[src/design/shortest_path_single_source_core_assert.svh]
// Assertion macros for the shortest path core.
// Depends on nothing; included by the top level.
`ifndef SHORTEST_PATH_SINGLE_SOURCE_CORE_ASSERT_SVH
`define SHORTEST_PATH_SINGLE_SOURCE_CORE_ASSERT_SVH
`ifndef SYNTHESIS
`define SPS_ASSERT_IMP(label, clk, rst, a, c) \
   label: assert property (@(posedge clk) disable iff (rst) (a) |-> (c)) \
      else $error("assertion failed");
`define SPS_ASSERT_NXT(label, clk, rst, a, c) \
   label: assert property (@(posedge clk) disable iff (rst) (a) |=> (c)) \
      else $error("assertion failed");
`else
`define SPS_ASSERT_IMP(label, clk, rst, a, c)
`define SPS_ASSERT_NXT(label, clk, rst, a, c)
`endif
`endif

[src/design/sps_ram.sv]
// Generic single-port write, single-port read RAM with registered read.
// Depends on nothing.
`default_nettype none
module sps_ram #(
   parameter int WIDTH = 8,
   parameter int DEPTH = 16
) (
   input  wire logic                     clock,
   input  wire logic                     we,
   input  wire logic [$clog2(DEPTH)-1:0] waddr,
   input  wire logic [WIDTH-1:0]         wdata,
   input  wire logic [$clog2(DEPTH)-1:0] raddr,
   output logic      [WIDTH-1:0]         rdata
);
   logic [WIDTH-1:0] mem [DEPTH];
   always_ff @(posedge clock) begin
      if (we) begin
         mem[waddr] <= wdata;
      end
      rdata <= mem[raddr];
   end
endmodule
`default_nettype wire
[config.mk]
export PLATFORM = sky130hd
export DESIGN_NAME = sps_ram
export DESIGN_NICKNAME = d
export VERILOG_FILES = /design/src/design/shortest_path_single_source_core_assert.svh /design/src/design/sps_ram.sv
export SDC_FILE = /design/constraint.sdc
export NUM_CORES = 1
export LEC_CHECK = 0
export BUFFER_PORTS_ARGS = -buffer_cell sky130_fd_sc_hd__clkbuf_2
export CORE_UTILIZATION = 60
export CTS_CLUSTER_DIAMETER = 120
export DETAILED_ROUTE_END_ITERATION = 10
export PLACE_DENSITY = 0.78
export SETUP_SLACK_MARGIN = 0.4
export SLEW_MARGIN = 15
export SYNTH_ARGS = -nofsm -noshare
export SYNTH_HDL_FRONTEND = slang
export SYNTH_SLANG_ARGS = --single-unit
[constraint.sdc]
create_clock -name clock -period 4 [get_ports clock]
set_input_delay 0.4 -clock clock [delete_from_list [all_inputs] [get_ports clock]]
set_output_delay 0.4 -clock clock [all_outputs]
set_load 0.02 [all_outputs]
==> impl_metrics.yaml, run 1 <==
timing:
  slew_headroom: 0.348
  hold_viol: 0
  post-route-period-util: 0.476
  finalSetupViolCount: 0
  maxSlewViolCount: 0
  fin_worst_skew_ps: 8.68
  worst_slack_ps: 2100
  min_period_ps: 1900
  holdWs_ps: 304
  finalSetupTns_ps: 0
  clock.fmax_mhz: 525
  worst_slew_pin_slew_ps: 975
  rsz0062_at_grt: "false"
clock_tree:
  cts_setup_buffers: 0
  clk_pin_slew_ps: 60
  cts_hold_buf: 0
  htree_levels: 4
  cts_tree: "yes"
  cts-buffers-inserted: 17
  clockBufferDepth: 2
  root_buffer: "clkbuf_8"
  cts_sinks: 136
  cts.repair.resized: 0
  clk_latency_ps: 520
drt:
  via_count: 2438
  detail_route.wl_per_cell_um: 25.6
  vias_per_cell: 6.37
  drt_first_pass_iters: 5
  drt_first_iter_violations: 247
  final_antenna_net_count: 0
  drcViolationCount: 0
  routed_wl_um: 9800
synthesis:
  ys_seq_area_frac: 0.778
  ys_ff_latch: 136
  synth.lib_cells_used.distinct: 19
  synth_nets: 247
  netlist_instances: 229
  syn_avg_cell_area_um2: 22.5
  ys_warn_count: 0
  syn_area_mm2: 0.00515
cells_and_area:
  final_cell_mix: "edfxtp_1 (128), clkbuf_2 (25), mux4_2 (18), a22oi_1 (16), clkbuf_16 (16)"
  multi_input_area_mm2: 0.00107
  area_delta_synth_final_pct: 16.0
  regArea_mm2: 0.00400
  n_antenna_cell: 0
  final_common_cell: "edfxtp_1"
  num-nets-final: 283
  drive_above_1_share: 0.291
  fillers: 468
worst_hold_path:
  worstHoldPathCells: 1
  hold_path.class: "in -> reg"
grt:
  antenna_found_initial: 0
  overflow: 0
  grt_start_max_net_pins: 33
  track_usage: 0.246
  grt_pass1_wl_um: 14500
  grt_pass1_vias: 2443
setup_path:
  path_max_fanout: 19
  cp_num_cells: 5
  r2r_cells: 3
  required_ps: 4400
  worst_setup_path_end_kind: "flop"
  critPathMaxStageDelay_ps: 600
  critical_path_arrival_ps: 2300
  path_class: "in -> reg"
  path_cells: "clkbuf_2, buf_4, mux4_1, a22oi_1, nand2_1"
  cp.buffers_inverters: 2
  critPathTopFamily: "buffers and inverters"
  startpoint_type: "input pin"
  slowest_stage: "mux4_1"
die:
  start_util: 0.623
  die-area_mm2: 0.00895
  die_x_um: 94.6
  fp-row-count: 33
  core_mm2: 0.00826
  die_h_um: 94.6
  ios: 26
job:
  drv_cap: 0
power_and_ir_drop:
  p_sw_frac: 0.204
  p_leak_nw: 2.02
  power.density_mw_per_mm2: 565
  p_switching_w: 0.000690
  total_power_w: 0.00338
  p_comb_frac: 0.045
  p_int_w: 0.00269
  ir_drop_uv: 340
  power.share.sequential: 0.475
  clkPwrFrac: 0.480
placed_design:
  dp_slack_ps: 1540
  port_buffers: 25
  hpwl_um: 5810
  place_congestion: 0.729
status:
  status: "finished clean"
[per-layer routing]
layer | vias up | wire (µm) | GRT usage
li1 | 1047 | - | -
met1 | 1261 | 4170 | 0.338
met2 | 113 | 4780 | 0.375
met4 | 0 | 200 | 0.130
met3 | 17 | 640 | 0.0531
met5 | - | 0 | 0
[flip-flops by register name, indices dropped and copies added, names as in the netlist]
signal,count
rdata,8
mem,128
[worst register-to-register path: stages (launching register included)]
cell and delay (ps):
edfxtp_1 390, mux4_2 510, a22oi_1 310, nand2_1 90
[cell usage after synthesis (all sizes together)]
cell type,n,share of area
edfxtp,128,0.75
mux4,32,0.15
a22oi,16,0.023
nor2,13,0.0095
nand2,9,0.0066
dfxtp,8,0.031
buf,7,0.011
nor3,4,0.0039
clkdlybuf4s25,3,0.0058
nand2b,2,0.0024
nand3b,2,0.0029
and2,1,0.0012
and2b,1,0.0015
nand3,1,0.00097
nor2b,1,0.0012
or3b,1,0.0017
[logic make-up after synthesis]
| kind of cell | count (synthesis) | synth area share |
|---|---|---|
| buffers and inverters | 10 | 0.0168 |
| DFF | 136 | 0.778 |
| AOI/OAI and AO/OA | 16 | 0.0233 |
| muxes | 32 | 0.150 |
| and+or+nand+nor | 35 | 0.0318 |
[path summary, 6_finish.rpt]
check | from | to | slack [ps]
setup reg to reg | mem[3][7]$_DFFE_PP_ | rdata[7]$_DFF_P_ | 2580
setup / recovery | raddr[0] | rdata[2]$_DFF_P_ | 2100
hold / removal | wdata[1] | mem[6][1]$_DFFE_PP_ | 300
hold reg to reg | mem[12][4]$_DFFE_PP_ | rdata[4]$_DFF_P_ | 680
[power by group through the flow]
stage	registers [W]	logic, W	clock network [W]
floorplan	0.00164	0.0000809	0
global placement	0.00163	0.000144	0
detailed placement	0.00163	0.000149	0
CTS	0.00160	0.000151	0.00163
global route	0.00161	0.000162	0.00169
finish	0.00160	0.000150	0.00162
[area by class of cell]
class,instances,share of cell area
tap,105,0.0220
clock inverter,14,0.0329
timing repair buffer,27,0.0235
sequential,136,0.670
clock buffer,18,0.0717
multi-input combinational,83,0.180
[through the flow]
step / instances / cell area, µm² / utilization
after floorplan: 229 / 5150 / -
after global placement: 351 / 5340 / 0.647
after detailed placement: 351 / 5350 / 0.648
after CTS: 383 / 5970 / 0.723
after global routing: 383 / 5970 / 0.723
final: 383 / 5970 / 0.723
Note: power is estimated with default switching activity, not from simulation.
==> run 2, diff against run 1 <==
Settings changed: CORE_UTILIZATION 60 to 54, PLACE_DENSITY 0.78 to 0.74.
Clock period 4 ns to 1.55 ns, I/O delays scaled along.
==> run 2 against run 1 <==
  * Sequential share of layout area decreased by 3.2 points
  * Register-to-register slack got worse by 2300 ps
  * Wire length increased by 2.0%
  * Power increased to 2.5 times the previous value
  * Clock skew about the same
  * Global-route usage decreased by 1.5 points
  * Non-clock buffer count increased by 20
  * Largest power group is now registers
==> impl_metrics.yaml, run 2 (synthesis results as in run 1) <==
setup_path:
  worst_setup_path_end_kind: "flop"
  critPathTopFamily: "multiplexers"
  critical_path_arrival_ps: 1710
  required_ps: 1960
  r2r-start: "mem[3][4]$_DFFE_PP_"
  critPathMaxStageDelay_ps: 510
  path_class: "reg -> reg"
  slowest_stage: "mux4_2"
  cp.buffers_inverters: 0
  path_max_fanout: 1
  startpoint: "mem[3][4]$_DFFE_PP_"
  path_cells: "mux4_2, a22oi_2, nand2_1"
  startpoint_type: "flop"
drt:
  detail_route.wl_per_cell_um: 23.4
  drcViolationCount: 0
  via_count: 2495
  vias_per_cell: 5.84
  final_antenna_net_count: 0
  drt_first_pass_iters: 4
  drt_first_iter_violations: 160
  routed_wl_um: 9990
timing:
  post-route-period-util: 0.843
  maxSlewViolCount: 0
  fin_worst_skew_ps: 9.12
  finalSetupViolCount: 0
  min_period_ps: 1310
  worst_slew_pin_slew_ps: 936
  hold_viol: 0
  clock.fmax_mhz: 766
  holdWs_ps: 59.0
  finalSetupTns_ps: 0
  slew_headroom: 0.374
  rsz0062_at_grt: "true"
cells_and_area:
  drive_above_1_share: 0.440
  final_common_cell: "edfxtp_1"
  fillers: 568
  area_delta_synth_final_pct: 22.2
  reg_top3: "mem (128), rdata (8)"
  num-nets-final: 303
  largest-register: "mem"
  largest_reg_flops: 128
  n_antenna_cell: 0
  final_cell_mix: "edfxtp_1 (128), mux4_2 (32), clkbuf_2 (17), buf_4 (17), clkbuf_16 (16)"
status:
  status: "finished clean"
grt:
  overflow: 0
  grt_start_max_net_pins: 28
  antenna_found_initial: 0
  grt_pass1_vias: 2583
  grt_pass1_wl_um: 15600
  track_usage: 0.231
power_and_ir_drop:
  p_leak_nw: 2.09
  power.density_mw_per_mm2: 1370
  p_sw_frac: 0.209
  p_comb_frac: 0.058
  p_switching_w: 0.00180
  clkPwrFrac: 0.459
  power.share.sequential: 0.483
  ir_drop_uv: 746
  p_int_w: 0.00680
die:
  ios: 26
  die_x_um: 99.6
  start_util: 0.557
  die-area_mm2: 0.00993
  fp-row-count: 35
  core_mm2: 0.00924
  die_h_um: 99.6
job:
  drv_cap: 0
placed_design:
  place_congestion: 0.788
  port_buffers: 25
  hpwl_um: 5880
clock_tree:
  cts_setup_buffers: 0
  clockBufferDepth: 2
  cts_tree: "yes"
  root_buffer: "clkbuf_8"
  cts_sinks: 136
  cts_hold_buf: 0
  clk_pin_slew_ps: 60
  htree_levels: 4
  clk_latency_ps: 520
  cts-buffers-inserted: 17
worst_hold_path:
  hold_path.class: "in -> reg"
  hold_start: "wdata[5]"
-- run 2: area by class of cell --
class                      count  area (µm²)  area share
tap                          129         161      0.0257
clock buffer                  17         414      0.0659
clock inverter                15         175      0.0279
sequential                   136        4020       0.638
multi-input combinational     83        1090       0.173
timing repair buffer          47         432      0.0686
-- run 2: power by group through the flow --
| stage | Clock [W] | Sequential (W) | Combinational (W) |
|---|---|---|---|
| floorplan | 0 | 0.00424 | 0.000234 |
| global placement | 0 | 0.00421 | 0.000425 |
| detailed placement | 0 | 0.00421 | 0.000437 |
| CTS | 0.00399 | 0.00415 | 0.000494 |
| global route | 0.00417 | 0.00416 | 0.000532 |
| finish | 0.00395 | 0.00415 | 0.000500 |
-- run 2: repair_timing --
item,4_1_cts,5_1_grt
gates resized for setup,27,11
endpoints found under the setup margin,16,16
pin swaps,3,1
gates cloned,0,0
-- run 2: worst paths after layout --
path | cells after the start | slack (ps) | to
worst max-delay path | 3 | 240 | rdata[4]$_DFF_P_
worst min-delay path | 1 | 60 | mem[5][5]$_DFFE_PP_
worst max register to register | 3 | 240 | rdata[4]$_DFF_P_
worst min register to register | 3 | 670 | rdata[2]$_DFF_P_
-- run 2: metrics by stage --
step	instance area, µm²	utilization	worst slack (ps)	total power, W	std cells
2_1_floorplan	5180	-	262	0.00447	229
3_3_place_gp	5580	0.604	-25.7	0.00463	395
3_5_place_dp	5580	0.604	-47.4	0.00465	395
4_1_cts	6270	0.679	239	0.00863	427
5_1_grt	6290	0.681	177	0.00886	427
6_report	6290	0.681	244	0.00860	427
-- run 2: layer usage --
layer,global-route usage,routed length [µm]
met5,0,0
met4,0.0837,100
met3,0.0696,607
met2,0.360,5050
met1,0.314,4230
